File: src/rtl/sbfb_pkg.sv
// Shared widths, register indexes and beat types of the spot beam falloff blend.
package sbfb_pkg;

  localparam int COORD_BITS       = 11;
  localparam int AMOUNT_FRAC_BITS = 8;
  localparam int DIST_FRAC_BITS   = 4;
  localparam int COL_W            = 8;
  localparam int ACC_W            = 12;
  localparam int IDX_W            = 3;
  localparam int QDEPTH           = 4;

  localparam int DIFF_W = COORD_BITS + 1;
  localparam int SQ_W   = 2 * COORD_BITS + 1;
  localparam int PROD_W = 2 * SQ_W;
  localparam int QUO_W  = SQ_W + 2 * DIST_FRAC_BITS;
  localparam int ROOT_W = (QUO_W + 1) / 2;
  localparam int RAD_W  = COORD_BITS + DIST_FRAC_BITS;
  localparam int AMT_W  = AMOUNT_FRAC_BITS + 1;
  localparam int DATA_W = COORD_BITS;

  localparam logic [AMT_W-1:0] AMT_ONE = AMT_W'(2 ** AMOUNT_FRAC_BITS);

  typedef enum logic [IDX_W-1:0] {
    REG_SPOT_X,
    REG_SPOT_Y,
    REG_INNER_RADIUS,
    REG_OUTER_RADIUS,
    REG_SPOT_RED,
    REG_SPOT_GREEN,
    REG_SPOT_BLUE,
    REG_BLEND_SUBTRACT
  } reg_idx_t;

  typedef struct packed {
    logic [COORD_BITS-1:0]   beam_start_x;
    logic [COORD_BITS-1:0]   beam_start_y;
    logic [COORD_BITS-1:0]   beam_end_x;
    logic [COORD_BITS-1:0]   beam_end_y;
    logic signed [ACC_W-1:0] acc_red;
    logic signed [ACC_W-1:0] acc_green;
    logic signed [ACC_W-1:0] acc_blue;
  } beam_t;

  typedef struct packed {
    logic [AMT_W-1:0]        falloff_amount;
    logic signed [ACC_W-1:0] new_red;
    logic signed [ACC_W-1:0] new_green;
    logic signed [ACC_W-1:0] new_blue;
    logic [COL_W-1:0]        out_red;
    logic [COL_W-1:0]        out_green;
    logic [COL_W-1:0]        out_blue;
  } result_t;

  typedef struct packed {
    logic [COORD_BITS-1:0] spot_x;
    logic [COORD_BITS-1:0] spot_y;
    logic [COORD_BITS-1:0] inner_radius;
    logic [COORD_BITS-1:0] outer_radius;
    logic [COL_W-1:0]      spot_red;
    logic [COL_W-1:0]      spot_green;
    logic [COL_W-1:0]      spot_blue;
    logic                  blend_subtract;
  } cfg_t;

  typedef struct packed {
    logic signed [ACC_W-1:0] red;
    logic signed [ACC_W-1:0] green;
    logic signed [ACC_W-1:0] blue;
  } acc_t;

  typedef struct packed {
    logic                     seg;
    logic signed [DIFF_W-1:0] dx;
    logic signed [DIFF_W-1:0] dy;
    logic [SQ_W-1:0]          crs_abs;
    logic [SQ_W-1:0]          len;
    acc_t                     acc;
  } fq_t;

endpackage

File: src/rtl/sbfb_front.sv
// Front part: takes beams, forms the projection terms and classifies the closest point.
module sbfb_front (
  input  logic           clk,
  input  logic           rst,
  input  logic           beam_valid,
  output logic           beam_ready,
  input  sbfb_pkg::beam_t beam,
  input  sbfb_pkg::cfg_t  cfg,
  output logic           push_valid,
  input  logic           push_ready,
  output sbfb_pkg::fq_t   push_data
);
  import sbfb_pkg::*;

  logic                     f_vld;
  logic signed [DIFF_W-1:0] a, b, c, d, e, f;
  acc_t                     acc;
  logic signed [2*DIFF_W:0] dot, len, crs, crs_mag;
  logic                     push;

  assign push       = f_vld && push_ready;
  assign beam_ready = !f_vld || push_ready;
  assign push_valid = f_vld;

  always_ff @(posedge clk) begin
    if (rst) begin
      f_vld <= 1'b0;
    end else if (beam_valid && beam_ready) begin
      f_vld <= 1'b1;
    end else if (push) begin
      f_vld <= 1'b0;
    end
  end

  always_ff @(posedge clk) begin
    if (beam_valid && beam_ready) begin
      a <= $signed({1'b0, cfg.spot_x}) - $signed({1'b0, beam.beam_start_x});
      b <= $signed({1'b0, cfg.spot_y}) - $signed({1'b0, beam.beam_start_y});
      c <= $signed({1'b0, beam.beam_end_x}) - $signed({1'b0, beam.beam_start_x});
      d <= $signed({1'b0, beam.beam_end_y}) - $signed({1'b0, beam.beam_start_y});
      e <= $signed({1'b0, cfg.spot_x}) - $signed({1'b0, beam.beam_end_x});
      f <= $signed({1'b0, cfg.spot_y}) - $signed({1'b0, beam.beam_end_y});
      acc.red   <= beam.acc_red;
      acc.green <= beam.acc_green;
      acc.blue  <= beam.acc_blue;
    end
  end

  always_comb begin
    dot     = a * c + b * d;
    len     = c * c + d * d;
    crs     = a * d - b * c;
    crs_mag = crs[2*DIFF_W] ? -crs : crs;
    push_data.crs_abs = crs_mag[SQ_W-1:0];
    push_data.len     = len[SQ_W-1:0];
    push_data.acc     = acc;
    push_data.seg     = 1'b0;
    push_data.dx      = a;
    push_data.dy      = b;
    if (len == '0 || dot[2*DIFF_W] || dot == '0) begin
      push_data.seg = 1'b0;
    end else if (dot >= len) begin
      push_data.dx = e;
      push_data.dy = f;
    end else begin
      push_data.seg = 1'b1;
    end
  end

endmodule

File: config.mk
export PLATFORM = sky130hd
export DESIGN_NAME = sbfb_front
export DESIGN_NICKNAME = d
export VERILOG_FILES = /design/src/rtl/sbfb_pkg.sv /design/src/rtl/sbfb_front.sv
export SDC_FILE = /design/constraint.sdc
export NUM_CORES = 2
export LEC_CHECK = 0
export BUFFER_PORTS_ARGS = -buffer_cell sky130_fd_sc_hd__buf_2
export CAP_MARGIN = 15
export CORE_ASPECT_RATIO = 1.1
export CORE_UTILIZATION = 50
export DETAILED_ROUTE_END_ITERATION = 10
export PLACE_DENSITY = 0.71
export SKIP_LAST_GASP = 1
export SYNTH_ARGS = -nofsm -noshare
export SYNTH_HDL_FRONTEND = slang
export SYNTH_SLANG_ARGS = --single-unit
File: constraint.sdc
create_clock -name clk -period 8.1 [get_ports clk]
set_input_delay 0 -clock clk [delete_from_list [all_inputs] [get_ports clk]]
set_output_delay 0 -clock clk [all_outputs]
set_load 0.01 [all_outputs]
==> metrics <==
outcome=finished with violations; failing checks=design-rule violations, negative setup slack; Sink Count=109; nets=6291; WL final=106800 um; Worst Path Class, Setup=reg -> out; top_reg_cell synth=edfxtp_1; CP delay by family, top=adder cells; reg2reg setup slack=5.92 ns; port buffer count=214; Tcrit/Tclk final=109.7%; layout cells sized above 1=18.11%; pin count of the biggest net entering global routing=83; critical path's most frequent cell=fa_1; Yosys reg bits=109; worst path required time=8.10 ns; Crit Path Max Fanout=6; Post-synth top cells=1102 x inv_1, 946 x fa_1, 383 x ha_1, 373 x nand2_1, 338 x and2_1; max cap viols=0; vias in the first global route=33.17k; CP startpoint kind=flop; worst r2r src=push_valid; post-synth top area share=46.36%; Pre-antenna DRT Iters=9; Synth area leaders=fa_1 46%, ha_1 12%, inv_1 10%, edfxtp_1 7.9%, and2_1 5.2%; R2R Path End=b[9]; worst setup path endpoint=push_data[99]; Total GRT Usage=26.93%; Initial Utilization=50.68%; Slew @ Worst Pin=1.137 ns; most frequent cell after synthesis=inv_1; Final Hold Vio Count=0; initial antenna violation count=1; count of final max-slew check failures=0; post-synth top area cell=fa_1; via count of the routed design=30.36k; grt total ovfl=0; CTS tree=built; Die Span Y=301.8 um; Post-Syn Instances=4242; fmax=0.1126 GHz; number of cells on the critical path=32; Vias/cell=5.173; first-pass GRT wire length=173300 um; Non-Filler Instances=5869; I/O pin total=262; worst r2r path cells=3; hold crit path type=in -> reg; Buf/Inv on CP=8; synth warn=0; Clock Skews=0.009274 ns; Final ANT Viol Nets=0; data arrival time of the worst path=8.88 ns; GPL Wtd Cong=0.9268; RSZ-0062 raised after global routing=yes; Max H-tree Level=3; wire length per cell=18.20 um; Die Width=274.5 um; HPWL Detailed=90490 um; worst rel slew slack=24.21%; # DRC=1; Clk Latency, worst-skew pair=0.38 ns; Cell Area, Synth=0.04085 mm2; Synth-to-Final Area Change=17.48%; Placed Cells=5746; CP max-delay cell=edfxtp_1; syn_nets=5724; DR iter-0 viols=1687; Clock Path Buffers=2; Worst Setup SP=c[0]; clock-pin slew on the worst setup and hold paths=0.09 ns; crit end category=output port; DIE AREA=0.08285 mm2; worst setup margin=-0.7834 ns; # setup viols final=25; cell row count=109; number of synthesized flops with an enable pin=108; sequential element share of the synthesized area=7.988%; Root Driver=clkbuf_16; slowest stage delay, CP=0.56 ns; syn avg cell area=9.630 um2; post-synth cell types=82; Async S/R FF share, synth=0%; Min Clock Period, post-route=8.883 ns; core outline area=0.08060 mm2; total CTS buffers=9
worst min-delay path, stage by stage:
cell,delay (ns)
buf_2,0.09
ha_1,0.13
inv_1,0.03
state kept, by name, indices dropped and copies added, names as in the netlist:
signal      count
f              12
push_data      36
push_valid      1
b              12
d              12
a              12
c              12
e              12
cells by family (layout without fill, tap and decap cells):
kind of cell	count (synthesis)	in the layout	share of synthesized area (%)
multiplexers	29	29	0.9709
adder cells (fa/ha/maj)	1329	1329	58.09
AND/OR/NAND/NOR	1062	1062	12.87
flip-flops	109	109	7.988
XOR/XNOR	156	156	3.345
AO/OA/AOI/OAI	307	307	5.032
other	0	1	0
buffers and inverters	1250	1822	11.70
how the worst min path moves through the flow:
stage / depth (start not counted) / slack, ns / start / to
6_report: 3 / 0.02 / beam[47] / e[0]
5_1_grt: 3 / 0.03 / beam[47] / e[0]
4_1_cts: 3 / 0.01 / beam[47] / e[0]
3_5_place_dp: 2 / 0.16 / rst / push_valid
3_3_place_gp: 2 / 0.15 / rst / push_valid
2_1_floorplan: 1 / 0.07 / rst / push_valid
through the flow:
stage / utilization, % / setup TNS [ns] / area (um2) / setup slack (ns) / hold WS (ns)
after floorplan: - / 0 / 40920 / 0.002689 / 0.06907
after global placement: 56.63 / -11.69 / 45650 / -0.5622 / 0.1537
after detailed placement: 56.63 / -14.75 / 45650 / -0.6108 / 0.1631
after CTS: 58.41 / -17.80 / 47080 / -0.7358 / 0.01314
after global routing: 59.54 / -25.42 / 47990 / -1.037 / 0.02583
final: 59.54 / -19.03 / 47990 / -0.7834 / 0.02304
timing repair:
item	CTS	global route
hold buffers	38	0
endpoints found under the setup margin	47	47
hold endpoints to repair	37	0
pin swaps	40	78
gates cloned	2	2
gates resized for setup	86	156
setup buffers	35	30
area by class of cell:
type / instances / area, um2
fill: 6648 / 32610
timing repair buffer: 704 / 5384
inverter: 1102 / 4150
sequential: 109 / 3263
clock inverter: 7 / 86.33
antenna: 1 / 2.502
clock buffer: 9 / 225.2
multi-input combinational: 2883 / 33560
tap: 1054 / 1319
per-layer routing:
metal  global-route usage (%)  vias up  routed length, um
met2                    46.82     1070              53460
li1                         -    13706                  -
met3                    3.175      229               6545
met1                    34.86    15357              42570
met4                    9.167        0               4225
met5                        0        -                  0
placed cells by master, fill, tap and decap left out, types with 64 or more instances in the layout:
cell type  instances
buf_2            191
buf_4            398
fa_1             927
ha_1             368
edfxtp_1         108
o21ai_0           64
and2_1           330
nor2_1           190
nand2_1          367
inv_1           1080
xnor2_1          125
Power is not shown: default switching activity piles up to over one toggle a cycle in this logic, so the estimate is an artifact.
