`src/rtl/sbfb_pkg.sv`:
```
// Shared widths, register indexes and beat types of the spot beam falloff blend.
package sbfb_pkg;

  localparam int COORD_BITS       = 11;
  localparam int AMOUNT_FRAC_BITS = 8;
  localparam int DIST_FRAC_BITS   = 4;
  localparam int COL_W            = 8;
  localparam int ACC_W            = 12;
  localparam int IDX_W            = 3;
  localparam int QDEPTH           = 4;

  localparam int DIFF_W = COORD_BITS + 1;
  localparam int SQ_W   = 2 * COORD_BITS + 1;
  localparam int PROD_W = 2 * SQ_W;
  localparam int QUO_W  = SQ_W + 2 * DIST_FRAC_BITS;
  localparam int ROOT_W = (QUO_W + 1) / 2;
  localparam int RAD_W  = COORD_BITS + DIST_FRAC_BITS;
  localparam int AMT_W  = AMOUNT_FRAC_BITS + 1;
  localparam int DATA_W = COORD_BITS;

  localparam logic [AMT_W-1:0] AMT_ONE = AMT_W'(2 ** AMOUNT_FRAC_BITS);

  typedef enum logic [IDX_W-1:0] {
    REG_SPOT_X,
    REG_SPOT_Y,
    REG_INNER_RADIUS,
    REG_OUTER_RADIUS,
    REG_SPOT_RED,
    REG_SPOT_GREEN,
    REG_SPOT_BLUE,
    REG_BLEND_SUBTRACT
  } reg_idx_t;

  typedef struct packed {
    logic [COORD_BITS-1:0]   beam_start_x;
    logic [COORD_BITS-1:0]   beam_start_y;
    logic [COORD_BITS-1:0]   beam_end_x;
    logic [COORD_BITS-1:0]   beam_end_y;
    logic signed [ACC_W-1:0] acc_red;
    logic signed [ACC_W-1:0] acc_green;
    logic signed [ACC_W-1:0] acc_blue;
  } beam_t;

  typedef struct packed {
    logic [AMT_W-1:0]        falloff_amount;
    logic signed [ACC_W-1:0] new_red;
    logic signed [ACC_W-1:0] new_green;
    logic signed [ACC_W-1:0] new_blue;
    logic [COL_W-1:0]        out_red;
    logic [COL_W-1:0]        out_green;
    logic [COL_W-1:0]        out_blue;
  } result_t;

  typedef struct packed {
    logic [COORD_BITS-1:0] spot_x;
    logic [COORD_BITS-1:0] spot_y;
    logic [COORD_BITS-1:0] inner_radius;
    logic [COORD_BITS-1:0] outer_radius;
    logic [COL_W-1:0]      spot_red;
    logic [COL_W-1:0]      spot_green;
    logic [COL_W-1:0]      spot_blue;
    logic                  blend_subtract;
  } cfg_t;

  typedef struct packed {
    logic signed [ACC_W-1:0] red;
    logic signed [ACC_W-1:0] green;
    logic signed [ACC_W-1:0] blue;
  } acc_t;

  typedef struct packed {
    logic                     seg;
    logic signed [DIFF_W-1:0] dx;
    logic signed [DIFF_W-1:0] dy;
    logic [SQ_W-1:0]          crs_abs;
    logic [SQ_W-1:0]          len;
    acc_t                     acc;
  } fq_t;

endpackage

```
`src/rtl/sbfb_queue.sv`:
```
// Short first-in first-out queue between the front and back parts.
module sbfb_queue (
  input  logic          clk,
  input  logic          rst,
  input  logic          push_valid,
  output logic          push_ready,
  input  sbfb_pkg::fq_t push_data,
  output logic          pop_valid,
  input  logic          pop_ready,
  output sbfb_pkg::fq_t pop_data
);
  import sbfb_pkg::*;

  localparam int PTR_W = $clog2(QDEPTH);

  fq_t              mem [QDEPTH];
  logic [PTR_W-1:0] wr_ptr, rd_ptr;
  logic [PTR_W:0]   count;
  logic             do_push, do_pop;

  assign push_ready = count != (PTR_W+1)'(QDEPTH);
  assign pop_valid  = count != '0;
  assign do_push    = push_valid && push_ready;
  assign do_pop     = pop_valid && pop_ready;
  assign pop_data   = mem[rd_ptr];

  always_ff @(posedge clk) begin
    if (rst) begin
      wr_ptr <= '0;
      rd_ptr <= '0;
      count  <= '0;
    end else begin
      if (do_push) begin
        wr_ptr <= wr_ptr + 1'b1;
      end
      if (do_pop) begin
        rd_ptr <= rd_ptr + 1'b1;
      end
      if (do_push && !do_pop) begin
        count <= count + 1'b1;
      end else if (do_pop && !do_push) begin
        count <= count - 1'b1;
      end
    end
  end

  always_ff @(posedge clk) begin
    if (do_push) begin
      mem[wr_ptr] <= push_data;
    end
  end

endmodule

```
`config.mk`:
```
export PLATFORM = sky130hd
export DESIGN_NAME = sbfb_queue
export DESIGN_NICKNAME = d
export VERILOG_FILES = /design/src/rtl/sbfb_pkg.sv /design/src/rtl/sbfb_queue.sv
export SDC_FILE = /design/constraint.sdc
export NUM_CORES = 1
export LEC_CHECK = 0
export BUFFER_PORTS_ARGS = -buffer_cell sky130_fd_sc_hd__buf_2
export CAP_MARGIN = 20
export CELL_PAD_IN_SITES_DETAIL_PLACEMENT = 0
export CELL_PAD_IN_SITES_GLOBAL_PLACEMENT = 1
export CORE_MARGIN = 2
export CORE_UTILIZATION = 54
export CTS_CLUSTER_SIZE = 12
export DETAILED_ROUTE_END_ITERATION = 12
export GPL_TIMING_DRIVEN = 0
export PLACE_DENSITY = 0.82
export SYNTH_ARGS = -nofsm -noshare
export SYNTH_HDL_FRONTEND = slang
export SYNTH_SLANG_ARGS = --single-unit
```
`constraint.sdc`:
```
create_clock -name clk -period 11.6 [get_ports clk]
set_clock_uncertainty 0.05 [all_clocks]
set_input_delay 0.58 -clock clk [delete_from_list [all_inputs] [get_ports clk]]
set_output_delay 0.58 -clock clk [all_outputs]
set_load 0.02 [all_outputs]
```
==> results.yml, run 1 <==
outcome:
  status: "finished, final reports clean"
setup_path:
  end_kind: "output port"
  r2r-start: "count[0]"
  required_ns: 10.97
  startpoint_type: "register"
  rrSetupSlack_ns: 9.15
  crit_path_frequent_cell: "buf_2"
  worstPathCellList: "buf_2 -> buf_2 -> buf_2 -> mux4_2 -> buf_2"
  crit_buf_inv: 4
  reg2reg_depth: 5
  crit_end: "pop_data[77]"
  cp.arrival_ns: 2.30
  slowest_delay_ns: 0.36
  crit_type: "register to output port"
  cp_top_family: "buffers and inverters"
  worst-path-stages: 5
  critical-path-slowest-cell: "mux4_2"
  cp_max_fo: 10
  rr_endpoint: "mem[3][3]"
logic_synthesis:
  syn_avg_cell_area_um2: 26.2
  ys_warn_count: 0
  async_flop_share_pct: 0
  ys.flop_type: "edfxtp_1"
  syn-cell-area_mm2: 0.0159
  synthMostInstantiatedCell: "edfxtp_1"
  synth_cell_types: 23
  synth-seq-cells: 437
  synth_edf_count: 428
  syn_nets: 724
  syn-instance-count: 607
  synth_commonest_cells: "428 x edfxtp_1, 107 x mux4_2, 12 x buf_2"
  ys_seq_area_share_pct: 82.0
  synth_top_cell_by_area: "edfxtp_1"
  synthTopCellsByArea: "edfxtp_1 81%, mux4_2 15%, dfxtp_1 1.1%"
  synth_top_area_share_pct: 80.9
sta:
  rsz0062_at_grt: "false"
  max-slew-margin-rel_pct: 55.6
  min_period_over_period_pct: 25.3
  hold_ws_ns: 0.216
  finalSetupViolations: 0
  finalSetupTns_ns: 0
  finalHoldViolCount: 0
  max_freq_mhz: 341
  setup_slack_ns: 8.67
  drv_slew: 0
  worst_pin_slew_ns: 0.666
  layout_min_cycle_time_ns: 2.93
detailed_routing:
  routed_wl_mm: 29.1
  vias: 7146
  first_pass_iters: 4
  drc: 0
  drtIter0Drc: 512
  ant_nets: 0
  wl_per_cell_um: 22.6
  viasPerCell: 5.55
job:
  cap_violations: 0
cts:
  cts_resized: 0
  cts_setup_buffers: 0
  numCtsBuffers: 44
  clk-insertion-delay-late_ns: 0.53
  clkTransAtPathRegs_ns: 0.06
  cts_max_level: 2
  cts_hold_buf: 0
  cts_tree: "yes"
  cts_sinks: 437
  cts_root_buf: "clkbuf_16"
  max-clock-path-buffers: 3
power:
  power_density_mw_per_mm2: 227
  ir_drop_mv: 0.189
  switching_power_mw: 1.21
  pwr-share-clk_pct: 28.2
  p_seq_share_pct: 45.5
  p_leak_nw: 6.34
  power_mw: 4.30
  sw_frac_of_total_pct: 28.0
  intPower_mw: 3.09
  pwr-share-comb_pct: 26.3
cells_and_area:
  final_area_mm2: 0.0189
  syn_to_final_growth_pct: 19.0
  nNetsFinal: 996
  drive_above_1_share_pct: 44.8
  final_util_pct: 65.5
  finalNonFillerCells: 1287
global_route:
  grt_pass1_vias: 7656
  grt_usage_pct: 19.2
  grt_max_degree: 49
  grt-ovfl-total: 0
  grt_antenna_before_repair: 4
  grt_pass1_wl_mm: 44.4
placed_design:
  place_ws_ns: 9.00
  hpwlAfterDp_mm: 18.1
  gp_congestion: 0.679
  port_buffers: 218
  dpl-instance-area_mm2: 0.0177
  dp.cells: 1217
floorplanning:
  fp.dieW_um: 176
  top_level_ports: 220
  start_util_pct: 55.0
  die_y_um: 176
  core_region_area_mm2: 0.0289
  rows: 62
  die_area_mm2: 0.0308
hold_path:
  hp-class: "input port to register"
[worst reg2reg max path, stage by stage, from the launching register on]
cell and delay, ns:
dfxtp_1 0.45, nor2_1 0.10, a21boi_2 0.35, and2_4 0.55, buf_16 0.30, buf_16 0.29
[layer usage]
layer / track usage [%] / vias to the layer above / share of wire [%]
met2: 30.9 / 226 / 49
met3: 5.04 / 49 / 7.5
met1: 26.5 / 3719 / 41
met4: 5.68 / 0 / 2.5
li1: - / 3152 / -
met5: 0 / - / 0
[sequential cells by signal, indices dropped and copies added, names as in the netlist, named ones only]
register,flops
count,3
mem,428
rd_ptr,2
wr_ptr,2
[cells in the final DEF (no fill, tap or decap), types with 2 or more instances in the layout]
cell type / count
clkbuf_1: 18
and2_4: 4
dfxtp_1: 9
nand2b_1: 2
edfxtp_1: 428
nor2_1: 8
inv_1: 3
diode_2: 5
mux2i_1: 2
buf_2: 230
buf_8: 4
clkinv_1: 9
xor2_1: 4
clkbuf_16: 45
or3_1: 2
mux4_2: 107
ha_1: 5
buf_16: 8
[power by group through the flow]
stage	clock (mW)	combinational, mW	sequential (mW)
2_1_floorplan	0	0.780	1.99
3_3_place_gp	0	1.12	2.01
3_5_place_dp	0	1.15	1.99
4_1_cts	1.24	1.16	1.96
5_1_grt	1.31	1.21	1.97
6_report	1.21	1.13	1.96
[worst min-delay path by stage]
stage | startpoint | to | slack [ns] | depth (start not counted)
floorplan | wr_ptr[1] | wr_ptr[1] | 0.43 | 2
global placement | rd_ptr[1] | register | 0.46 | 2
detailed placement | wr_ptr[1] | wr_ptr[1] | 0.46 | 2
CTS | push_data[101] | mem[3][101] | 0.19 | 1
global route | push_data[17] | mem[1][17] | 0.20 | 1
finish | push_data[62] | mem[3][62] | 0.22 | 1
[area by class of cell]
type | instances | area (µm²)
clock buffer | 55 | 1160
sequential | 437 | 13000
antenna | 5 | 12.5
tap | 384 | 480
clock inverter | 10 | 38.8
multi-input combinational | 142 | 2690
fill | 1909 | 9960
buffer | 25 | 161
inverter | 3 | 11.3
timing repair buffer | 226 | 1310
[cells by family (layout without fill, tap and decap cells)]
group / after synthesis / count (layout) / synth area share (%)
AO/OA/AOI/OAI: 5 / 5 / 0.236
XOR/XNOR: 4 / 4 / 0.221
multiplexers: 110 / 110 / 15.4
buffers and inverters: 28 / 319 / 1.09
flip-flops: 437 / 437 / 82.0
adder cells (fa/ha/maj): 6 / 6 / 0.520
AND/OR/NAND/NOR: 17 / 17 / 0.528
other: 0 / 5 / 0
Power figures use the tool's default switching activity.
==> run 2, diff against run 1 <==
--- a/config.mk
+++ b/config.mk
@@ -10,11 +10,11 @@
 export CELL_PAD_IN_SITES_DETAIL_PLACEMENT = 0
 export CELL_PAD_IN_SITES_GLOBAL_PLACEMENT = 1
 export CORE_MARGIN = 2
-export CORE_UTILIZATION = 54
+export CORE_UTILIZATION = 45
 export CTS_CLUSTER_SIZE = 12
 export DETAILED_ROUTE_END_ITERATION = 12
 export GPL_TIMING_DRIVEN = 0
-export PLACE_DENSITY = 0.82
+export PLACE_DENSITY = 0.73
 export SYNTH_ARGS = -nofsm -noshare
 export SYNTH_HDL_FRONTEND = slang
 export SYNTH_SLANG_ARGS = --single-unit
==> constraint.sdc (replaced) <==
create_clock -name clk -period 2.4 [get_ports clk]
set_clock_uncertainty 0.05 [all_clocks]
set_input_delay 0.12 -clock clk [delete_from_list [all_inputs] [get_ports clk]]
set_output_delay 0.12 -clock clk [all_outputs]
set_load 0.02 [all_outputs]
==> results.yml, run 2 (synthesis results as in run 1) <==
power:
  ir_drop_mv: 0.790
  power_density_mw_per_mm2: 1060
  power_mw: 21.4
  p_leak_nw: 6.90
floorplanning:
  top_level_ports: 220
  rows: 68
  fp.dieW_um: 192
  die_y_um: 192
  die_area_mm2: 0.0368
  start_util_pct: 45.9
  core_region_area_mm2: 0.0346
cts:
  clkTransAtPathRegs_ns: 0.06
  cts_max_level: 2
  max-clock-path-buffers: 3
  cts_sinks: 437
  cts_root_buf: "clkbuf_16"
  clk-insertion-delay-late_ns: 0.54
  cts_tree: "yes"
  numCtsBuffers: 45
cells_and_area:
  largest_reg_flops: 428
  top_regs: "mem x428, count x3"
  final_common_cell: "edfxtp_1"
  multi_input_area_mm2: 0.00271
  top_register: "mem"
  final_cell_mix: "428 x edfxtp_1, 218 x buf_2, 111 x dlygate4sd3_1, 107 x mux4_2, 47 x clkbuf_16"
  drive_above_1_share_pct: 41.4
  nNetsFinal: 1113
  fillers: 2494
  ff_latch_area_mm2: 0.0130
  syn_to_final_growth_pct: 27.5
  diodes: 0
setup_path:
  rr_endpoint: "count[2]"
  worst-path-stages: 5
  crit_buf_inv: 4
  cp_top_family: "buffers and inverters"
  cp_max_fo: 10
  rrSetupSlack_ns: 0.20
  reg2reg_depth: 8
  crit_end: "pop_data[88]"
  cp.arrival_ns: 2.12
  r2r-start: "count[0]"
  required_ns: 2.23
  slowest_delay_ns: 0.52
  critical-path-slowest-cell: "mux4_2"
  worstPathCellList: "buf_6 -> buf_12 -> buf_8 -> mux4_2 -> buf_2"
  crit_type: "register to output port"
  end_kind: "output port"
  startpoint_type: "register"
detailed_routing:
  vias: 7591
  drc: 0
  viasPerCell: 5.15
  drtIter0Drc: 384
  routed_wl_mm: 30.6
  wl_per_cell_um: 20.7
  first_pass_iters: 5
  ant_nets: 0
placed_design:
  port_buffers: 218
  gp_congestion: 0.697
  place_ws_ns: -0.201
  hpwlAfterDp_mm: 17.7
global_route:
  grt_usage_pct: 16.8
  grt_antenna_before_repair: 0
  grt_pass1_vias: 8209
  grt-ovfl-total: 0
  grt_max_degree: 55
  grt_pass1_wl_mm: 46.1
sta:
  rsz0062_at_grt: "false"
  hold_ws_ns: 0.291
  min_period_over_period_pct: 95.2
  drv_slew: 0
  finalSetupViolations: 0
  layout_min_cycle_time_ns: 2.29
  setup_slack_ns: 0.114
  max-slew-margin-rel_pct: 48.0
  finalSetupTns_ns: 0
  worst_pin_slew_ns: 0.780
  finalHoldViolCount: 0
  max_freq_mhz: 437
hold_path:
  hp-class: "input port to register"
job:
  cap_violations: 0
outcome:
  status: "finished, final reports clean"
run 2: per-layer routing:
| metal | vias up | global-route usage (%) | wire length (µm) |
|---|---|---|---|
| met5 | - | 0 | 0 |
| met4 | 0 | 3.96 | 500 |
| met3 | 40 | 4.02 | 1940 |
| met2 | 224 | 28.3 | 15200 |
| met1 | 3934 | 22.2 | 13000 |
| li1 | 3393 | - | - |
run 2: cell type report:
cell class / instances / share of cell area, %
Multi-Input combinational cell: 144 / 13.4
Clock inverter: 12 / 0.426
Buffer: 25 / 1.01
Tap cell: 455 / 2.81
Timing Repair Buffer: 340 / 11.9
Inverter: 3 / 0.0556
Sequential cell: 437 / 64.3
Clock buffer: 59 / 6.03
run 2: through the flow:
stage / cell area (µm²) / cells / util [%]
2_1_floorplan: 15900 / 607 / -
3_3_place_gp: 17600 / 1280 / 50.7
3_5_place_dp: 17700 / 1287 / 51.2
4_1_cts: 20200 / 1471 / 58.4
5_1_grt: 20300 / 1475 / 58.5
6_report: 20300 / 1475 / 58.5
run 2: report_power, final:
group	internal, mW	total, mW	switching [mW]
Combinational	2.50	5.72	3.22
Clock	3.65	6.21	2.57
Sequential	9.26	9.44	0.183
Total	15.4	21.4	5.98
run 2: worst min-delay path by stage:
stage / from / endpoint / slack [ns] / cells past startpoint
after floorplan: push_data[0] / mem[0][0] / 0.17 / 0
after global placement: push_data[53] / mem[2][53] / 0.28 / 1
after detailed placement: push_data[39] / mem[1][39] / 0.29 / 1
after CTS: push_data[15] / mem[0][15] / 0.26 / 2
after global routing: push_data[53] / mem[0][53] / 0.28 / 2
final: push_data[61] / mem[2][61] / 0.29 / 2
run 2: timing repair:
| item | in CTS | in global routing |
|---|---|---|
| endpoints found under the hold margin | 436 | 0 |
| gates cloned | 2 | 0 |
| setup buffers | 0 | 4 |
| endpoints found under the setup margin | 194 | 84 |
| pin swaps | 2 | 2 |
| gates resized for setup | 14 | 7 |
| hold buffers | 111 | 0 |
run 2: worst register-to-register path: stages, from the launching register on:
cell	delay (ns)
dfxtp_1	0.44
nor2_1	0.12
a21boi_4	0.26
ha_1	0.23
inv_1	0.06
fa_1	0.37
xor2_1	0.15
or3_1	0.30
a21oi_1	0.13
==> run 3, diff against run 2 <==
--- a/config.mk
+++ b/config.mk
@@ -14,7 +14,8 @@
 export CTS_CLUSTER_SIZE = 12
 export DETAILED_ROUTE_END_ITERATION = 12
 export GPL_TIMING_DRIVEN = 0
-export PLACE_DENSITY = 0.73
+export PLACE_DENSITY_LB_ADDON = 0.1
+export SKIP_LAST_GASP = 1
 export SYNTH_ARGS = -nofsm -noshare
 export SYNTH_HDL_FRONTEND = slang
 export SYNTH_SLANG_ARGS = --single-unit
==> results.yml, run 3 (synthesis results as in run 1) <==
outcome:
  status: "finished, final reports clean"
power:
  power_density_mw_per_mm2: 1060
  power_mw: 21.4
  p_leak_nw: 6.87
  ir_drop_mv: 0.667
cts:
  clk-insertion-delay-late_ns: 0.53
  max-clock-path-buffers: 3
  numCtsBuffers: 45
  cts_max_level: 2
  cts_tree: "yes"
  clkTransAtPathRegs_ns: 0.06
  cts_sinks: 437
  cts_root_buf: "clkbuf_16"
cells_and_area:
  final_cell_mix: "428 x edfxtp_1, 220 x buf_2, 110 x dlygate4sd3_1, 107 x mux4_2, 47 x clkbuf_16"
  top_register: "mem"
  drive_above_1_share_pct: 41.2
  final_util_pct: 58.3
  final_common_cell: "edfxtp_1"
  fillers: 2526
  largest_reg_flops: 428
  nNetsFinal: 1111
  top_regs: "mem x428, count x3"
  syn_to_final_growth_pct: 27.1
floorplanning:
  top_level_ports: 220
  core_region_area_mm2: 0.0346
  die_area_mm2: 0.0368
  rows: 68
  start_util_pct: 45.9
  die_y_um: 192
  fp.dieW_um: 192
setup_path:
  reg2reg_depth: 7
  critical-path-slowest-cell: "mux4_2"
  rr_endpoint: "count[2]"
  end_kind: "output port"
  cp.arrival_ns: 2.12
  worstPathCellList: "buf_4 -> buf_4 -> buf_2 -> mux4_2 -> buf_2"
  r2r-start: "count[0]"
  crit_type: "register to output port"
  cp_top_family: "buffers and inverters"
  worst-path-stages: 5
  rrSetupSlack_ns: 0.15
  startpoint_type: "register"
  cp_max_fo: 10
  slowest_delay_ns: 0.36
  crit_buf_inv: 4
  required_ns: 2.23
  crit_end: "pop_data[67]"
sta:
  max-slew-margin-rel_pct: 50.7
  worst_pin_slew_ns: 0.739
  layout_min_cycle_time_ns: 2.29
  setup_slack_ns: 0.105
  finalSetupTns_ns: 0
  drv_slew: 0
  min_period_over_period_pct: 95.6
  finalHoldViolCount: 0
  finalSetupViolations: 0
  max_freq_mhz: 436
global_route:
  grt_antenna_before_repair: 2
  grt_pass1_wl_mm: 47.7
  grt_max_degree: 58
  grt-ovfl-total: 0
  grt_pass1_vias: 8452
  grt_usage_pct: 17.5
detailed_routing:
  wl_per_cell_um: 21.4
  vias: 7586
  drtIter0Drc: 429
  viasPerCell: 5.14
  first_pass_iters: 4
  ant_nets: 0
  routed_wl_mm: 31.5
  drc: 0
job:
  cap_violations: 0
placed_design:
  gp_congestion: 0.728
  place_ws_ns: -0.130
  hpwlAfterDp_mm: 18.7
  port_buffers: 218
hold_path:
  hp-class: "input port to register"
[run 3: power by group]
group,switching (mW),internal [mW],total [mW]
registers,0.189,9.26,9.45
clock network,2.57,3.65,6.22
logic,3.25,2.46,5.71
[run 3: repair_timing]
item / 4_1_cts / 5_1_grt
hold endpoints to repair: 436 / 0
setup endpoints to repair: 328 / 237
resized for setup: 8 / 13
gates cloned: 5 / 0
pin swaps: 4 / 1
setup buffers: 0 / 3
hold buffers: 110 / 0
[run 3: per-stage QoR]
stage | hold WS (ns) | instance area [µm²] | instances
3_3_place_gp | 0.278 | 17600 | 1280
3_5_place_dp | 0.285 | 17700 | 1284
5_1_grt | 0.282 | 20200 | 1477
4_1_cts | 0.259 | 20100 | 1472
2_1_floorplan | 0.169 | 15900 | 607
6_report | 0.285 | 20200 | 1477
[run 3: worst min-delay path by stage]
stage | from | endpoint | depth (start not counted) | slack, ns
after floorplan | push_data[0] | mem[0][0] | 0 | 0.17
after global placement | push_data[99] | mem[2][99] | 1 | 0.28
after detailed placement | push_data[99] | mem[3][99] | 1 | 0.29
after CTS | push_data[24] | mem[0][24] | 2 | 0.26
after global routing | push_data[27] | mem[2][27] | 2 | 0.28
final | push_data[99] | mem[3][99] | 2 | 0.29
[run 3: final cells by class]
cell class	instances	area, µm²	share of cell area, %
diodes	2	5.00	0.0248
plain buffers	25	195	0.966
clock buffers	60	1220	6.07
clock inverters	13	85.1	0.421
inverters	3	11.3	0.0558
multi-input cells	147	2740	13.5
flip-flops and latches	437	13000	64.5
well taps	455	569	2.82
repair buffers	335	2340	11.6
[run 3: layer usage]
layer,global-route usage [%],share of wire [%],vias up
met5,0,0,-
met1,20.8,38,3905
met3,4.44,7.4,47
met4,6.04,2.5,0
li1,-,-,3402
met2,31.1,52,232
